**src/sv/jetp_pkg.sv**
```systemverilog
// ----------------------------------------------------------------------------
// jetp_pkg: shared types and constants of the Julia escape-time pixel core
// Register map, fixed data widths, back-end state type and saturation helper.
// ----------------------------------------------------------------------------
package jetp_pkg;

    localparam int DATA_W     = 32;   // Q-format word width
    localparam int LIMIT_W    = 16;   // iteration_limit register width
    localparam int CFG_IDX_W  = 4;    // config index, room for unused codes
    localparam int CFG_DATA_W = 64;   // widest register (shift pair)
    localparam int SAT_IN_W   = 68;   // working width ahead of saturation

    localparam int COORD_BITS_DEF = 12;
    localparam int COUNT_BITS_DEF = 16;
    localparam int FRAC_BITS_DEF  = 28;

    localparam int QUEUE_DEPTH = 2;

    typedef logic [CFG_IDX_W-1:0] t_cfg_idx;

    localparam t_cfg_idx REG_ORIGIN_RE = 4'd0;
    localparam t_cfg_idx REG_ORIGIN_IM = 4'd1;
    localparam t_cfg_idx REG_STEP_RE   = 4'd2;
    localparam t_cfg_idx REG_STEP_IM   = 4'd3;
    localparam t_cfg_idx REG_CONST_RE  = 4'd4;
    localparam t_cfg_idx REG_CONST_IM  = 4'd5;
    localparam t_cfg_idx REG_SHIFT     = 4'd6;
    localparam t_cfg_idx REG_LIMIT     = 4'd7;

    localparam logic [LIMIT_W-1:0] LIMIT_RESET = 16'd255;

    // floor(m / 10) = (m * RECIP10) >> RECIP10_SH for any 32-bit unsigned m
    localparam logic [DATA_W-1:0] RECIP10    = 32'hCCCC_CCCD;
    localparam int                RECIP10_SH = 35;

    typedef enum logic [2:0] {
        BK_IDLE,
        BK_CHECK,
        BK_SQ_ZR,
        BK_SQ_ZI,
        BK_TEST,
        BK_SQ_WI,
        BK_MUL_X,
        BK_UPDATE
    } t_bk_state;

    localparam logic signed [SAT_IN_W-1:0] SAT_MAX = 68'sd2147483647;
    localparam logic signed [SAT_IN_W-1:0] SAT_MIN = -68'sd2147483648;

    function automatic logic signed [DATA_W-1:0] sat32(
        input logic signed [SAT_IN_W-1:0] v
    );
        logic signed [DATA_W-1:0] r;
        if (v > SAT_MAX) begin
            r = SAT_MAX[DATA_W-1:0];
        end else if (v < SAT_MIN) begin
            r = SAT_MIN[DATA_W-1:0];
        end else begin
            r = v[DATA_W-1:0];
        end
        return r;
    endfunction

endpackage

```
**src/sv/jetp_front.sv**
```systemverilog
// ----------------------------------------------------------------------------
// jetp_front: pixel intake and start-point mapping
// z0 = sat(origin + ((2*index+1)*step >>> 1)) per axis, two register stages.
// ----------------------------------------------------------------------------
module jetp_front #(
    parameter int COORD_BITS = jetp_pkg::COORD_BITS_DEF
) (
    input  logic                               i_clk,
    input  logic                               i_rst_n,
    input  logic                               i_take,
    input  logic [COORD_BITS-1:0]              i_pixel_x,
    input  logic [COORD_BITS-1:0]              i_pixel_y,
    input  logic signed [jetp_pkg::DATA_W-1:0] i_origin_re,
    input  logic signed [jetp_pkg::DATA_W-1:0] i_origin_im,
    input  logic signed [jetp_pkg::DATA_W-1:0] i_step_re,
    input  logic signed [jetp_pkg::DATA_W-1:0] i_step_im,
    output logic                               o_active,
    output logic                               o_push,
    output logic [2*COORD_BITS+2*jetp_pkg::DATA_W-1:0] o_item
);
    import jetp_pkg::*;

    localparam int PW = COORD_BITS + 2 + DATA_W;

    logic                  r_v0;
    logic                  r_v1;
    logic [COORD_BITS-1:0] r_px;
    logic [COORD_BITS-1:0] r_py;
    logic signed [PW-1:0]  r_prod_x;
    logic signed [PW-1:0]  r_prod_y;

    logic signed [PW-1:0]     w_prod_x;
    logic signed [PW-1:0]     w_prod_y;
    logic signed [DATA_W-1:0] w_z0_re;
    logic signed [DATA_W-1:0] w_z0_im;

    // {index, 1} is 2*index+1, always positive
    assign w_prod_x = $signed({1'b0, r_px, 1'b1}) * i_step_re;
    assign w_prod_y = $signed({1'b0, r_py, 1'b1}) * i_step_im;

    always_ff @(posedge i_clk) begin
        if (!i_rst_n) begin
            r_v0 <= 1'b0;
            r_v1 <= 1'b0;
        end else begin
            r_v0 <= i_take;
            r_v1 <= r_v0;
        end
    end

    always_ff @(posedge i_clk) begin
        if (i_take) begin
            r_px <= i_pixel_x;
            r_py <= i_pixel_y;
        end
        if (r_v0) begin
            r_prod_x <= w_prod_x;
            r_prod_y <= w_prod_y;
        end
    end

    assign w_z0_re = sat32(SAT_IN_W'(r_prod_x >>> 1) + SAT_IN_W'(i_origin_re));
    assign w_z0_im = sat32(SAT_IN_W'(r_prod_y >>> 1) + SAT_IN_W'(i_origin_im));

    assign o_active = r_v0 | r_v1;
    assign o_push   = r_v1;
    assign o_item   = {r_px, r_py, w_z0_re, w_z0_im};

endmodule

```
**config.mk**
```make
export PLATFORM = sky130hd
export DESIGN_NAME = jetp_front
export DESIGN_NICKNAME = d
export VERILOG_FILES = /design/src/sv/jetp_pkg.sv /design/src/sv/jetp_front.sv
export SDC_FILE = /design/constraint.sdc
export NUM_CORES = 2
export LEC_CHECK = 0
export BUFFER_PORTS_ARGS = -buffer_cell sky130_fd_sc_hd__buf_2
export CORE_UTILIZATION = 50
export DETAILED_ROUTE_END_ITERATION = 16
export PLACE_DENSITY = 0.71
export SLEW_MARGIN = 5
export SYNTH_ARGS = -nofsm -noshare
export SYNTH_HDL_FRONTEND = slang
export SYNTH_SLANG_ARGS = --single-unit
```
**constraint.sdc**
```tcl
create_clock -name i_clk -period 10.2 [get_ports i_clk]
set_input_delay 1.53 -clock i_clk [delete_from_list [all_inputs] [get_ports i_clk]]
set_output_delay 1.53 -clock i_clk [all_outputs]
set_load 0.005 [all_outputs]
```
# After elaboration in Yosys (flattened, before gate mapping)
# Cells that the tools add are included.
[op_classes]
n_mul = 2
magnitude_cmp = 4
add_sub_neg = 2
eq_ne = 0
n_reduce_logical = 0
shifts = 0
div = 0
n_bitwise = 1
muxes = 4
[op_table]
columns = ["operator", "count"]
rows = [
  ["two-way mux 32 bit", 4],
  ["adder 45 x 32 -> 46 bit", 2],
  ["greater-than comparator 46 x 32 -> 1 bit (second input constant)", 2],
  ["less-than comparator 46 x 32 -> 1 bit (second input constant)", 2],
  ["multiplier 14 x 32 -> 46 bit", 2],
  ["OR 1 bit", 1],
]
[totals]
regBits = 118
latch_bits = 0
elab_cells = 19
ramBits = 0
out_inout_bits = 90
input_bits = 155
rom_bits = 0
mem_count = 0

# Depth between registers and ports, before layout
[logic_depth]
ltp_word = 4
depth_mapped = 26
depth_no_buf = 25

# Worst setup path after synthesis
# OpenSTA, ideal clock, no wires.
[synth_timing]
path_type = "in2reg"
from = "in i_step_im[6] (netlist name)"
to = "reg r_prod_y[45], data pin"
t_arrival_ns = 7.365
n_path_buf = 1
cell_stages = 26
path_slack_ns = 2.571
required_ns = 9.936
path_cell_list = "clkbuf_1 > and2_1 > fa_1 > inv_1 > fa_1 > inv_1 > fa_1 > inv_1 > fa_1 > inv_1 > fa_1 > inv_1 > fa_1 > inv_1 > ha_1 > o21a_1 > o21ai_0 > nand2_1 > o311a_1 > o21a_1 > a31o_2 > a221oi_1 > or3_1 > a211oi_1 > a221oi_1 > xnor2_1"
[synth_between]
elab_chain_len = 1
[synth_lines]
columns = ["item", "line", "text"]
rows = [
  ["from (decl)", "jetp_front.sv:16", "input logic signed [jetp_pkg::DATA_W-1:0] i_step_im,"],
  ["multiplier 14 x 32 -> 46 bit", "jetp_front.sv:39", "assign w_prod_y = $signed({1'b0, r_py, 1'b1}) * i_step_im;"],
  ["net w_prod_y[45]", "jetp_front.sv:33", "logic signed [PW-1:0] w_prod_y;"],
  ["to (signal assigned)", "jetp_front.sv:58", "r_prod_y <= w_prod_y;"],
  ["to (decl)", "jetp_front.sv:30", "logic signed [PW-1:0] r_prod_y;"],
]
# The timed path passes the listed nets, and every way through them passes these cells.
# A chain may end at the register's enable or synchronous reset.

# Worst setup path after layout
[layout_timing]
from = "in i_step_re[6] (netlist name)"
to = "reg r_prod_x[43], data pin"
[layout_between]
elab_chain_len = 1
[layout_lines]
columns = ["item", "line", "text"]
rows = [
  ["from (decl)", "jetp_front.sv:15", "input logic signed [jetp_pkg::DATA_W-1:0] i_step_re,"],
  ["multiplier 14 x 32 -> 46 bit", "jetp_front.sv:38", "assign w_prod_x = $signed({1'b0, r_px, 1'b1}) * i_step_re;"],
  ["net w_prod_x[43]", "jetp_front.sv:32", "logic signed [PW-1:0] w_prod_x;"],
  ["to (signal assigned)", "jetp_front.sv:57", "r_prod_x <= w_prod_x;"],
  ["to (decl)", "jetp_front.sv:29", "logic signed [PW-1:0] r_prod_x;"],
]
# The timed path passes the listed nets, and every way through them passes these cells.

==> impl_results.md <==
* Area growth syn-to-layout at 6.49%
* Die ar. at about 79,000 µm²
* Setup TNS at 0 ns
* Largest buffer count on any clock path at 2
* # IOs at 245
* Initial DRC count at between 1,500 and 2,000
* Leading post-synthesis cells by cell area: fa_1 (39%), ha_1 (9.7%), inv_1 (9.0%)
* Post-route ant nets at 0
* Initial Utilization at 0.508
* Post-route clock period utilization at 0.767
* Area taken by flip-flops and latches at 3470 µm²
* Vias per Instance at 5.44
* All-layer global routing usage at 0.258
* H-tree depth at 4
* TritonCTS clock tree: built
* Clk sink count at between 100 and 150
* CTS resizes at 0
* Fin. Hold Viols at 0
* Post-synth top area cell: fa_1
* Tmin final at between 7 and 8 ns
* Synth warnings at 0
* R2R setup slack at around 2.7 ns
* Max-cap violations at 0
* Final WL at roughly 98 mm
* Routed via count at about 30,000
* Hpwl dp at between 80 and 90 mm
* Post-Place Cells at roughly 5,400
* Reg2reg path depth at 24
* Gate Count Post-Synth at ~4,300
* Top post-synthesis cells by count: inv_1 (926), fa_1 (758), nand2_1 (468)
* Max Slew Vio Count at 0
* Status: completed
* Post-route DRC at 0
* Wire length per cell at 17.9 µm
* Final net count at between 5,000 and 6,000
* CTS buffer count at 17
* Die width at ~280 µm
* Fin cells at between 5,000 and 6,000
* Fraction of registers with async set/reset at 0
* Setup WS post-layout at between 2 and 2.5 ns
* Hold Path Origin: r_v0$_SDFF_PN0_
* Chip Height at about 280 µm
* EDFF count, synth at about 110
* Syn Nets at around 5,600
* Postcts setup bufs at 0
* Critical Path RT at between 10 and 15 ns
* # hold bufs at CTS at 0
* CORE AREA at approximately 76,000 µm²
* Type of the tightest min-delay check: flop to flop
* Number of global-route vias before repair at approximately 30,000
* Worst-Margin Slew at approximately 1.1 ns
* Grt ovf at 0
* First-pass detailed-route iteration total at 5
* Share of cells above drive strength 1 at 0.0810
* CTS clk-pin slew, worst paths at roughly 0.07 ns
* Hold Crit Endpoint: r_prod_x[1]$_DFFE_PP_
* GPL Wtd Cong at about 0.94
* Clk_lat worst skew at between 0.4 and 0.5 ns
* Pre-CTS WS at 1.98 ns
* Footprint of the multi-input gates at about 31,000 µm²
* Crit Path Max Fanout at 13
* First-pass GRT wire length at roughly 160 mm
* Root Driver: clkbuf_16
* Max Fclk at approximately 0.13 GHz
* RSZ-0062 raised after global routing: no
* Crit path DAT at between 8 and 9 ns
* Mean Syn Cell Area at around 9 µm²
* # port buffers at 244
* Synthesized cell area at roughly 39,000 µm²
* Seq/Total Area, Yosys at 0.0893
* Crit path kind: primary input to flop
* Pin count of the biggest net entering global routing at 50
* Std-Cell Rows at a little over 100
* Filler cells at ~7,000
* Initial antenna violation count at 7
* Slew HR at 0.248
* Setup Viol. Count Final at 0
* Crit path capture type: flop
* Critical path launch point type: primary input
* Worst r2r dst: r_prod_x[43]$_DFFE_PP_
* Ys flop type: edfxtp_1
* Hold path depth at 0
* Most frequent cell after synthesis: inv_1
* Top cell type's share of synthesized area at 0.391
* Post-synth cell types at around 90
* FF+latch count, synth at approximately 120
* Reg2reg start: r_px[1]$_DFFE_PP_
* Worst Skew at between 0.015 and 0.02 ns
## sequential cells by signal, summed over array words and instances (netlist names)
register and cells:
r_prod_x 45, r_prod_y 45, r_px 12, r_py 12, o_push 1, r_v0 1
## critical path, cell delays in order
cell,delay (ns)
buf_2,0.18
and2_1,0.20
fa_1,0.53
inv_1,0.05
fa_1,0.48
inv_1,0.05
fa_1,0.47
ha_1,0.30
fa_1,0.49
inv_1,0.05
fa_1,0.47
inv_1,0.04
ha_1,0.22
or4_1,0.54
a21oi_1,0.19
o31ai_1,0.15
a2111oi_2,0.53
nor4_1,0.14
o31ai_1,0.36
a21oi_1,0.15
o21ai_1,0.20
a21oi_1,0.22
a221oi_1,0.35
xnor2_1,0.12
## final cells by class
type / instances / area share
multi-input cells: 3101 / 0.752
inverters: 926 / 0.0841
flip-flops and latches: 116 / 0.0839
repair buffers: 269 / 0.0341
well taps: 1030 / 0.0312
clock buffers: 17 / 0.0103
clock inverters: 15 / 0.00430
diodes: 4 / 0.000242
## cells in the final DEF (no fill, tap or decap), types with 11 or more instances in the layout
master and count:
nand2_1 468, o21ai_2 30, nor3_1 19, xor2_1 53
ha_1 302, o21ai_0 76, clkbuf_16 17, a21oi_1 179
and2_1 434, or3_1 12, o21ai_1 51, nor2b_1 19
o31ai_1 15, a211oi_1 35, a21o_1 107, nand2b_1 18
o21bai_1 30, a31oi_1 12, and3_1 14, edfxtp_1 114
o211ai_1 16, buf_4 25, nor2_1 99, buf_2 244
a221oi_1 11, xnor2_1 109, inv_1 926, nand4_1 36
o21a_1 29, fa_1 758, nand3_1 32
## metrics by stage
step | instance area, µm² | util | hold WS, ns
floorplan | 38800 | - | 0.738
global placement | 40700 | 0.533 | 0.759
detailed placement | 40700 | 0.533 | 0.761
CTS | 41300 | 0.541 | 0.776
global route | 41300 | 0.541 | 0.792
finish | 41300 | 0.541 | 0.754
## cells by family after synthesis
logic type	share of synthesized area
simple gates	0.158
buf+inv	0.110
fa+ha+maj	0.489
compound gates	0.117
xor+xnor	0.0366
flops	0.0893
mux	0.000516
## how the worst max path moves through the flow
stage,start,endpoint,slack (ns)
6_report,i_step_re[6],r_prod_x[43]$_DFFE_PP_,2.38
5_1_grt,i_step_re[7],r_prod_x[45]$_DFFE_PP_,2.02
4_1_cts,i_step_re[6],r_prod_x[43]$_DFFE_PP_,2.47
3_5_place_dp,i_step_re[7],r_prod_x[43]$_DFFE_PP_,1.98
3_3_place_gp,i_step_re[7],r_prod_x[43]$_DFFE_PP_,2.01
2_1_floorplan,i_step_im[6],r_prod_y[45]$_DFFE_PP_,2.57
## layer usage
| layer | vias up | global-route usage | share of wire |
|---|---|---|---|
| met4 | 6 | 0.0894 | 0.030 |
| met3 | 152 | 0.0423 | 0.065 |
| met5 | - | 0 | 0.00037 |
| li1 | 13700 | - | - |
| met2 | 984 | 0.397 | 0.45 |
| met1 | 14900 | 0.368 | 0.46 |
Power is left out: the tool's default activity adds up to more than one toggle a clock period on the data nets, which glitch-free logic cannot reach.
