### config.mk
export PLATFORM = sky130hd
export DESIGN_NAME = jetp_fifo
export DESIGN_NICKNAME = d
export VERILOG_FILES = /design/src/sv/jetp_pkg.sv /design/src/sv/jetp_fifo.sv
export SDC_FILE = /design/constraint.sdc
export NUM_CORES = 1
export LEC_CHECK = 0
export BUFFER_PORTS_ARGS = -buffer_cell sky130_fd_sc_hd__buf_4
export CAP_MARGIN = 20
export CORE_AREA = 2 2 152 154
export DETAILED_ROUTE_END_ITERATION = 6
export DIE_AREA = 0 0 154 156
export RECOVER_POWER = 50
export REMOVE_ABC_BUFFERS = 1
export SLEW_MARGIN = 20
export SYNTH_ARGS = -nofsm -noshare
export SYNTH_HDL_FRONTEND = slang
export SYNTH_SLANG_ARGS = --single-unit
### constraint.sdc
create_clock -name i_clk -period 6.4 [get_ports i_clk]
set_input_delay 0.64 -clock i_clk [delete_from_list [all_inputs] [get_ports i_clk]]
set_output_delay 0.64 -clock i_clk [all_outputs]
set_load 0.05 [all_outputs]
### src/sv/jetp_pkg.sv
// ----------------------------------------------------------------------------
// jetp_pkg: shared types and constants of the Julia escape-time pixel core
// Register map, fixed data widths, back-end state type and saturation helper.
// ----------------------------------------------------------------------------
package jetp_pkg;

    localparam int DATA_W     = 32;   // Q-format word width
    localparam int LIMIT_W    = 16;   // iteration_limit register width
    localparam int CFG_IDX_W  = 4;    // config index, room for unused codes
    localparam int CFG_DATA_W = 64;   // widest register (shift pair)
    localparam int SAT_IN_W   = 68;   // working width ahead of saturation

    localparam int COORD_BITS_DEF = 12;
    localparam int COUNT_BITS_DEF = 16;
    localparam int FRAC_BITS_DEF  = 28;

    localparam int QUEUE_DEPTH = 2;

    typedef logic [CFG_IDX_W-1:0] t_cfg_idx;

    localparam t_cfg_idx REG_ORIGIN_RE = 4'd0;
    localparam t_cfg_idx REG_ORIGIN_IM = 4'd1;
    localparam t_cfg_idx REG_STEP_RE   = 4'd2;
    localparam t_cfg_idx REG_STEP_IM   = 4'd3;
    localparam t_cfg_idx REG_CONST_RE  = 4'd4;
    localparam t_cfg_idx REG_CONST_IM  = 4'd5;
    localparam t_cfg_idx REG_SHIFT     = 4'd6;
    localparam t_cfg_idx REG_LIMIT     = 4'd7;

    localparam logic [LIMIT_W-1:0] LIMIT_RESET = 16'd255;

    // floor(m / 10) = (m * RECIP10) >> RECIP10_SH for any 32-bit unsigned m
    localparam logic [DATA_W-1:0] RECIP10    = 32'hCCCC_CCCD;
    localparam int                RECIP10_SH = 35;

    typedef enum logic [2:0] {
        BK_IDLE,
        BK_CHECK,
        BK_SQ_ZR,
        BK_SQ_ZI,
        BK_TEST,
        BK_SQ_WI,
        BK_MUL_X,
        BK_UPDATE
    } t_bk_state;

    localparam logic signed [SAT_IN_W-1:0] SAT_MAX = 68'sd2147483647;
    localparam logic signed [SAT_IN_W-1:0] SAT_MIN = -68'sd2147483648;

    function automatic logic signed [DATA_W-1:0] sat32(
        input logic signed [SAT_IN_W-1:0] v
    );
        logic signed [DATA_W-1:0] r;
        if (v > SAT_MAX) begin
            r = SAT_MAX[DATA_W-1:0];
        end else if (v < SAT_MIN) begin
            r = SAT_MIN[DATA_W-1:0];
        end else begin
            r = v[DATA_W-1:0];
        end
        return r;
    endfunction

endpackage

### src/sv/jetp_fifo.sv
// ----------------------------------------------------------------------------
// jetp_fifo: short word queue between front and back end
// Flip-flop storage, combinational read of the head word.
// ----------------------------------------------------------------------------
module jetp_fifo #(
    parameter int WIDTH = 88
) (
    input  logic             i_clk,
    input  logic             i_rst_n,
    input  logic             i_push,
    input  logic [WIDTH-1:0] i_data,
    input  logic             i_pop,
    output logic [WIDTH-1:0] o_data,
    output logic             o_empty,
    output logic             o_full
);
    import jetp_pkg::*;

    localparam int AW = (QUEUE_DEPTH > 1) ? $clog2(QUEUE_DEPTH) : 1;
    localparam int CW = $clog2(QUEUE_DEPTH + 1);

    logic [WIDTH-1:0] r_mem [QUEUE_DEPTH];
    logic [AW-1:0]    r_wr;
    logic [AW-1:0]    r_rd;
    logic [CW-1:0]    r_cnt;

    function automatic logic [AW-1:0] inc_ptr(input logic [AW-1:0] p);
        logic [AW-1:0] r;
        if (p == AW'(QUEUE_DEPTH - 1)) begin
            r = '0;
        end else begin
            r = p + AW'(1);
        end
        return r;
    endfunction

    always_ff @(posedge i_clk) begin
        if (!i_rst_n) begin
            r_wr  <= '0;
            r_rd  <= '0;
            r_cnt <= '0;
        end else begin
            if (i_push) begin
                r_wr <= inc_ptr(r_wr);
            end
            if (i_pop) begin
                r_rd <= inc_ptr(r_rd);
            end
            if (i_push && !i_pop) begin
                r_cnt <= r_cnt + CW'(1);
            end else if (i_pop && !i_push) begin
                r_cnt <= r_cnt - CW'(1);
            end
        end
    end

    always_ff @(posedge i_clk) begin
        if (i_push) begin
            r_mem[r_wr] <= i_data;
        end
    end

    assign o_data  = r_mem[r_rd];
    assign o_empty = (r_cnt == '0);
    assign o_full  = (r_cnt == CW'(QUEUE_DEPTH));

endmodule

# Word-level counts from Yosys, hierarchy flattened
# Memories as Yosys holds them, arrays and structs flattened. A register that Yosys moved wholly into a read port is not among the register bits.
# Cells that the tools add are included.
# classes
n_addsub,4
n_eq_ne,1
muxes,8
reduce_logical,6
# ops
operator,count
$mux 1,6
$mux 2,2
$add 1x1->1 const B,2
$add 2x1->2 const B,1
$eq 2x2->1 const B,1
$logic_and 1x1->1,2
$logic_not 1->1,2
$logic_not 2->1,1
$reduce_bool 2->1,1
$sub 2x1->2 const B,1
# totals
regBits,4
mem_bits_rw,176
input_bits,92
mem_count,1
# mem_list
memory,depth,width,rd,rd_clocked_by_memory_dff,write_ports,line_no,rtl
r_mem,2,88,1,1,1,jetp_fifo.sv:22,logic [WIDTH-1:0] r_mem [QUEUE_DEPTH];

# Logic depth before layout (Yosys ltp)
# Gate-level depths: netlist (run 1).
# depth
word_depth,4
depth_mapped,5

# Worst setup path after synthesis (run 1)
# OpenSTA, ideal clock, no wires.
# synth_timing
path_kind,input-to-reg
from,in i_push
to,"mem r_mem[0][0], enable pin"
setup_time_ns,0.546
arrival_time_ns,4.511
required_time_ns,5.854
slack_ns,1.343
stages,1
n_path_buf,0
cell_sequence,nor2b_1
# synth_via
elab_chain_cells,2
# synth_lines
item,line_no,rtl
from (decl),jetp_fifo.sv:10,"input logic i_push,"
$mux 1,jetp_fifo.sv:58,if (i_push) begin
$mux 1 (implied by the code),jetp_fifo.sv:59,r_mem[r_wr] <= i_data;
to (decl),jetp_fifo.sv:22,
# Every way passes these cells.

# Worst setup path after layout (run 1)
# layout_timing
from,in i_push
to,"mem r_mem[0][37], enable pin"
# The elaborated chain is that of the path after synthesis.

==> metrics.txt, run 1 <==
Die H=156 um; Max Clock Freq=246.6 MHz; synthesized area=6643 um^2; WHS Path Cells=1; Mapped Cells=296; Routed WL=13000 um; maxcap violations=2; Worst setup SP type=input pin; Setup violations, final=0; Yosys warnings=0; fin. max-slew vios=73; end of the worst hold path=r_mem[1][74]; cells along the critical path=buf_4 > nor2b_1 > buf_4; io pins=182; CTS Sinks=181; worst hold path class=input pin to register; sequential area share after synthesis=81.07%; Setup WS post-layout=2.345 ns; drt initial violations=129; Tot GR Track Use=10.78%; RePlAce Congestion=0.6947; Hold WS=0.4275 ns; Cell Rows=55; RSZ-0062 raised after global routing=no; WP buf/inv=2; critical path data required time=6.44 ns; endpoint class of the critical path=register; clock root buffer=clkbuf_16; Inst Count DP=755; post-place setup slack=3.538 ns; hold path start=i_data[74]; critical-path maximum fanout=57; antenna violations before repair=0; DIE WIDTH=154 um; DRC errors left=0; TNS Setup=0 ns; Synth top area share=79.56%; Top cell by count, worst path=buf_4; CTS tree=done; Setup CP Type=input pin to register; share of layout cells above drive strength 1=52.30%; worst r2r path cells=2; violated checks=capacitance limit, slew limit; minimum period implied by the final worst setup slack=4.055 ns; Clock Skews=0.008688 ns; clk buf depth=2; Max-slew headroom=-110.0%; status=finished with violations; top post-synthesis cells by area=edfxtp_1 80%, mux2_2 12%, mux2_4 4.5%, dfxtp_1 1.5%, buf_6 0.68%; Yosys reg bits=181; Vias per Instance=4.263; number of setup buffers added after CTS=0; DPL Wire Length=8393 um; final period utilization=63.36%; post-route ant nets=0; Peak supply drop=0.0001675 V; number of iterations in the first detailed-routing pass=4; worst reg-to-reg setup slack=2.36 ns; first-pass GRT wire length=19490 um; Worst-path clk slew=0.07 ns; Worst R2R End=r_mem[0][37]; gr ovfl total=0; # hold bufs at CTS=0; CTS H-Tree Depth=4; CORE AREA=22370 um^2; Synth area leader=edfxtp_1; Slowest-stage cell, CP=nor2b_1; PD cells=323.2 nW/um^2; Post-Layout Cell Count=786; Nets=582; synthesis-to-finish area growth=30.63%; actual slew at the worst max-slew pin=3.143 ns; Synth Area per Inst=22.44 um^2; ant diodes=0; vias in the first global route=3676; I/O Buffers=181; die area=24020 um^2; post-cts resize count=0; CTS buffer count=17; Worst path top cell family by delay=simple AND/OR/NAND/NOR gates; Netlist cell types=17; via count=3351; Max stage delay on crit path=2.31 ns; reg2reg start=r_wr; Leak=3.130 nW; Final Hold Fails=0; largest net degree at the start of global routing=58; CP arrival=4.09 ns; Starting Density=29.70%; Clock Latency Late Sink=0.42 ns; WL/cell=16.53 um
worst register-to-register path, stage by stage (launching register included):
cell     delay, ns
dfxtp_1       0.32
nor2b_1       2.29
buf_4         0.97
cell usage in the layout, fill, tap and decap left out, drive strengths merged:
cell	n
clkinv	6
xnor2	1
inv	4
a21boi	1
dfxtp	5
mux2	88
ha	1
edfxtp	176
clkinvlp	3
nor2b	3
nor2	1
or3	1
xor2	2
and2	4
clkbuf	107
o21ai	1
o21a	1
buf	96
per-layer routing:
layer	wire length, um	GRT usage [%]	part of all wire [%]
met5	0	0	0
met4	109	3.605	0.84
met3	776	3.556	6.0
met2	6600	18.45	51
met1	5510	12.85	42
cell families after synthesis:
| group | after synthesis | synth area share [%] |
|---|---|---|
| DFF | 181 | 81.07 |
| muxes | 88 | 16.05 |
| buffers and inverters | 11 | 1.187 |
| and+or+nand+nor | 9 | 0.8099 |
| AOI/OAI and AO/OA | 3 | 0.3014 |
| xor gates and xnor gates | 3 | 0.3956 |
| adders and majority gates | 1 | 0.1883 |
layout make-up:
cell class              count  area (um^2)
fillers                  2097        13690
flip-flops and latches    181         5389
repair buffers            184         1235
multi-input cells         104         1179
clock buffers              19        432.9
well taps                 285        356.6
clock inverters            12        81.33
inverters                   1        3.754
power by group:
part	internal [mW]	total, mW	switching, mW
clock	0.494	0.923	0.429
combinational	0.169	0.484	0.314
sequential	1.37	1.40	0.0264
total	2.03	2.80	0.770
synthesized netlist by cell type:
master and instances:
mux2_4 20, mux2_2 68, inv_1 1, buf_2 6, xnor2_1 1, or3_1 1, a21boi_1 1, o21ai_0 1
nor2_1 1, and2_1 4, o21a_1 1, xor2_1 2, ha_1 1, nor2b_1 3, dfxtp_1 5, edfxtp_1 176
buf_6 4
how the worst max path moves through the flow:
stage,from,end,cells after the start
4_1_cts,register,o_data[81],3
2_1_floorplan,i_push,r_mem[0][0],1
5_1_grt,r_wr,r_mem[0][37],2
3_5_place_dp,i_push,r_mem[0][7],3
3_3_place_gp,i_push,r_mem[0][37],3
6_report,i_push,r_mem[0][37],3
flip-flops by register name, summed over array words and instances (netlist names), named ones only:
name	cells
r_mem	176
r_cnt	2
r_rd	1
r_wr	1
per-stage QoR:
step / instance area (um^2) / power (mW) / util, %
2_1_floorplan: 6568 / 1.758 / -
3_3_place_gp: 8319 / 1.916 / 37.20
3_5_place_dp: 8319 / 1.925 / 37.20
4_1_cts: 8833 / 2.862 / 39.50
5_1_grt: 8677 / 2.916 / 38.80
6_report: 8677 / 2.804 / 38.80
(Power assumes the default switching activity.)
==> run 2: changes to the inputs <==
clock period = 3.5 ns   (was 6.4 ns; I/O delays follow)
==> run 2 against run 1 <==
The flow still finishes with violations (capacitance limit, slew limit). Register-to-register slack got worse by 1.4 ns. Sequential power increased by 82%. Clock power increased by 92%. Via count decreased by 1.0%. Worst hold slack got worse by 0.29 ns. Clock skew decreased by 0.0039 ns. Sequential share of layout area decreased by 0.68 points. Core utilization increased by 0.43 points. First-iteration DRC count decreased by 3.9%. Cell count increased by 0.13%. Critical path type is now register to register. Largest power group unchanged.
==> metrics.txt, run 2 (synthesized netlist as in run 1, its figures left out) <==
post-cts resize count=0; PD cells=594.2 nW/um^2; CTS Sinks=181; Clock Skews=0.004793 ns; hold path start=i_data[7]; vias in the first global route=3667; CTS tree=done; Crit. Startpoint=r_wr; fin. max-slew vios=37; maxcap violations=1; endpoint class of the critical path=register; Setup violations, final=0; worst reg-to-reg setup slack=0.93 ns; most frequent cells in the layout=176 x edfxtp_1, 95 x buf_4, 68 x mux2_2, 58 x clkbuf_4, 32 x clkbuf_1; gr ovfl total=0; first-pass GRT wire length=19980 um; share of layout cells above drive strength 1=54.38%; critical-path maximum fanout=52; Filler Cell Count=2097; Worst setup SP type=register; CORE AREA=22370 um^2; Hold WS=0.1376 ns; number of iterations in the first detailed-routing pass=4; Worst R2R End=r_mem[1][52]; post-route cell area=8773 um^2; final period utilization=73.32%; clk buf depth=2; Tot GR Track Use=10.86%; drt initial violations=124; Die H=156 um; Setup CP Type=register to register; DPL Wire Length=8480 um; CP arrival=2.64 ns; RSZ-0062 raised after global routing=no; ant diodes=0; Routed WL=12910 um; CTS buffer count=17; antenna violations before repair=0; Worst Setup EP=r_mem[1][52]; RePlAce Congestion=0.6977; largest net degree at the start of global routing=53; Starting Density=29.70%; worst r2r path cells=2; Reg area=5389 um^2; critical path data required time=3.58 ns; # hold bufs at CTS=0; synthesis-to-finish area growth=32.08%; violated checks=capacitance limit, slew limit; clock root buffer=clkbuf_16; Vias per Instance=4.215; TNS Setup=0 ns; Final Hold Fails=0; commonest non-fill, non-tap cell in the layout=edfxtp_1; status=finished with violations; Largest Register=r_mem; Clock Latency Late Sink=0.41 ns; io pins=182; CTS H-Tree Depth=4; post-route ant nets=0; max reg flops=176; Max-slew headroom=-23.65%; Max Clock Freq=389.7 MHz; top flop regs=r_mem (176), r_cnt (2); multi-input logic area=1186 um^2; Peak supply drop=0.0002570 V; Cell Area, Placed=8352 um^2; WL/cell=16.41 um; die area=24020 um^2; Cell Rows=55; Worst-path clk slew=0.07 ns; DRC errors left=0; Leak=3.193 nW; Finished Core Util=39.23%; via count=3317; number of setup buffers added after CTS=0; Nets=583; minimum period implied by the final worst setup slack=2.566 ns; I/O Buffers=181; worst hold path class=input pin to register; reg2reg start=r_wr; actual slew at the worst max-slew pin=1.855 ns; DIE WIDTH=154 um
-- run 2: worst max-delay path, stage by stage (launching register included) --
cell	delay (ns)
dfxtp_1	0.38
and2_1	1.40
buf_12	0.39
-- run 2: layer usage --
layer,vias up,GRT usage [%],share of wire (%)
li1,1558,-,-
met1,1649,12.96,42
met2,103,18.77,51
met3,7,3.750,5.3
met4,0,2.937,0.91
met5,-,0,0
-- run 2: area by class of cell --
| type | instances | area share, % |
|---|---|---|
| sequential | 181 | 61.42 |
| timing repair buffer | 185 | 14.83 |
| multi-input combinational | 104 | 13.52 |
| clock buffer | 19 | 4.934 |
| tap | 285 | 4.064 |
| clock inverter | 12 | 1.184 |
| inverter | 1 | 0.04278 |
-- run 2: metrics by stage --
stage,worst slack [ns],instances,power [mW]
4_1_cts,0.9033,787,5.314
3_5_place_dp,1.357,756,3.526
3_3_place_gp,1.360,756,3.508
5_1_grt,0.6570,787,5.436
6_report,0.9336,787,5.213
2_1_floorplan,-1.267,286,3.214
-- run 2: where the power goes --
part	total [mW]	switching [mW]	internal [mW]
sequential	2.55	0.0495	2.50
clock	1.77	0.789	0.978
combinational	0.893	0.574	0.319
total	5.21	1.41	3.80
-- run 2: how the worst min path moves through the flow --
stage,depth (start not counted),to
after floorplan,0,r_mem[0][0]
after global placement,2,r_cnt[1]
after detailed placement,1,r_mem[1][57]
after CTS,1,r_mem[0][7]
after global routing,1,r_mem[0][59]
final,1,r_mem[0][7]
==> run 3: changes to the inputs <==
clock period = 2.57 ns   (was 3.5 ns; I/O delays follow)
==> run 3 against run 2 <==
The run now ends clean. Clock-buffer cell count fell by 1. Register-to-register slack got worse by 0.25 ns. Total power rose by 43%. Clock skew rose by 0.0029 ns. Critical path depth rose by 1. Wire length fell by 0.94%. Non-clock buffer count rose by 4. Clock power rose by 55%.
==> metrics.txt, run 3 (synthesized netlist as in run 1, its figures left out) <==
actual slew at the worst max-slew pin=1.110 ns; CTS buffer count=17; RSZ-0062 raised after global routing=no; Hold WS=0.05112 ns; PD cells=834.0 nW/um^2; DRC errors left=0; post-route cell area=8920 um^2; DPL Wire Length=8421 um; Worst setup SP type=register; I/O Buffers=181; Die H=156 um; Peak supply drop=0.0003871 V; worst hold path class=input pin to register; minimum period implied by the final worst setup slack=1.960 ns; via count=3341; Largest Register=r_mem; gr ovfl total=0; Post-Layout Cell Count=792; number of iterations in the first detailed-routing pass=4; number of setup buffers added after CTS=0; Max-slew headroom=26.00%; share of layout cells above drive strength 1=55.03%; commonest non-fill, non-tap cell in the layout=edfxtp_1; CTS H-Tree Depth=4; largest net degree at the start of global routing=52; Setup WS post-layout=0.6101 ns; Vias per Instance=4.218; post-cts resize count=0; CTS Sinks=181; endpoint class of the critical path=output port; # hold bufs at CTS=0; io pins=182; antenna violations before repair=0; RePlAce Congestion=0.6819; Cell Area, Placed=8379 um^2; Worst-path clk slew=0.07 ns; die area=24020 um^2; synthesis-to-finish area growth=34.28%; Setup violations, final=0; critical-path maximum fanout=51; Routed WL=12790 um; Starting Density=29.70%; CP arrival=1.70 ns; Inst Count DP=758; Nets=587; WL/cell=16.15 um; CTS tree=done; vias in the first global route=3582; status=finished clean; Power Total=7.439 mW; Clock Latency Late Sink=0.41 ns; final period utilization=76.26%; DIE WIDTH=154 um; Finished Core Util=39.88%; post-route ant nets=0; max reg flops=176; CORE AREA=22370 um^2; most frequent cells in the layout=176 x edfxtp_1, 94 x buf_4, 68 x mux2_2, 62 x clkbuf_4, 28 x clkbuf_1; first-pass GRT wire length=19370 um; drt initial violations=119; Clock Skews=0.007705 ns; TNS Setup=0 ns; top flop regs=r_mem (176), r_cnt (2); Max Clock Freq=510.2 MHz; Final Hold Fails=0; ant diodes=0; clk buf depth=2; Filler Cell Count=2049; fin. max-slew vios=0; clock root buffer=clkbuf_16; Leak=3.266 nW; maxcap violations=0; post-place setup slack=0.9296 ns; Cell Rows=55; Setup CP Type=register to output port; critical path data required time=2.31 ns; Tot GR Track Use=10.60%
run 3: changes by cell type in the layout (fill, tap and decap cells not counted), moves of 3 or more:
cell,before,now
bufinv_16,1,4
clkbuf_1,32,28
clkinv_2,4,0
clkbuf_4,58,62
run 3: worst max-delay path: stages (launching register included):
cell     delay, ns
dfxtp_4       0.38
buf_12        0.29
mux2_2        0.38
buf_4         0.19
run 3: routing by layer:
| layer | share of wire (%) | track usage [%] | vias to the layer above | routed length, um |
|---|---|---|---|---|
| met4 | 1.0 | 3.471 | 0 | 130 |
| met1 | 41 | 12.45 | 1674 | 5236 |
| met5 | 0 | 0 | - | 0 |
| met3 | 5.8 | 3.444 | 8 | 741 |
| met2 | 52 | 18.43 | 96 | 6681 |
| li1 | - | - | 1563 | - |
run 3: path summary, 6_finish.rpt:
path | startpoint | to | slack [ns] | cells after the start
setup reg to reg | r_wr | r_mem[1][50] | 0.68 | 2
hold / removal | i_data[35] | r_mem[0][35] | 0.05 | 1
hold reg to reg | r_cnt[1] | r_cnt[1] | 0.55 | 2
setup / recovery | register | o_data[3] | 0.61 | 3
run 3: cell type report:
cell class                 instances  area (um^2)  area share [%]
clock buffer                      18        429.2           4.811
sequential                       181         5389           60.42
inverter                           1        3.754         0.04208
tap                              285        356.6           3.998
timing repair buffer             189         1358           15.22
multi-input combinational        104         1187           13.31
clock inverter                    14        196.4           2.202
run 3: report_power, final:
| part | leakage, nW | internal, mW | switching [mW] |
|---|---|---|---|
| logic | 1.27 | 0.442 | 0.808 |
| clock network | 0.302 | 1.64 | 1.10 |
| registers | 1.69 | 3.41 | 0.0391 |
| total | 3.27 | 5.50 | 1.94 |
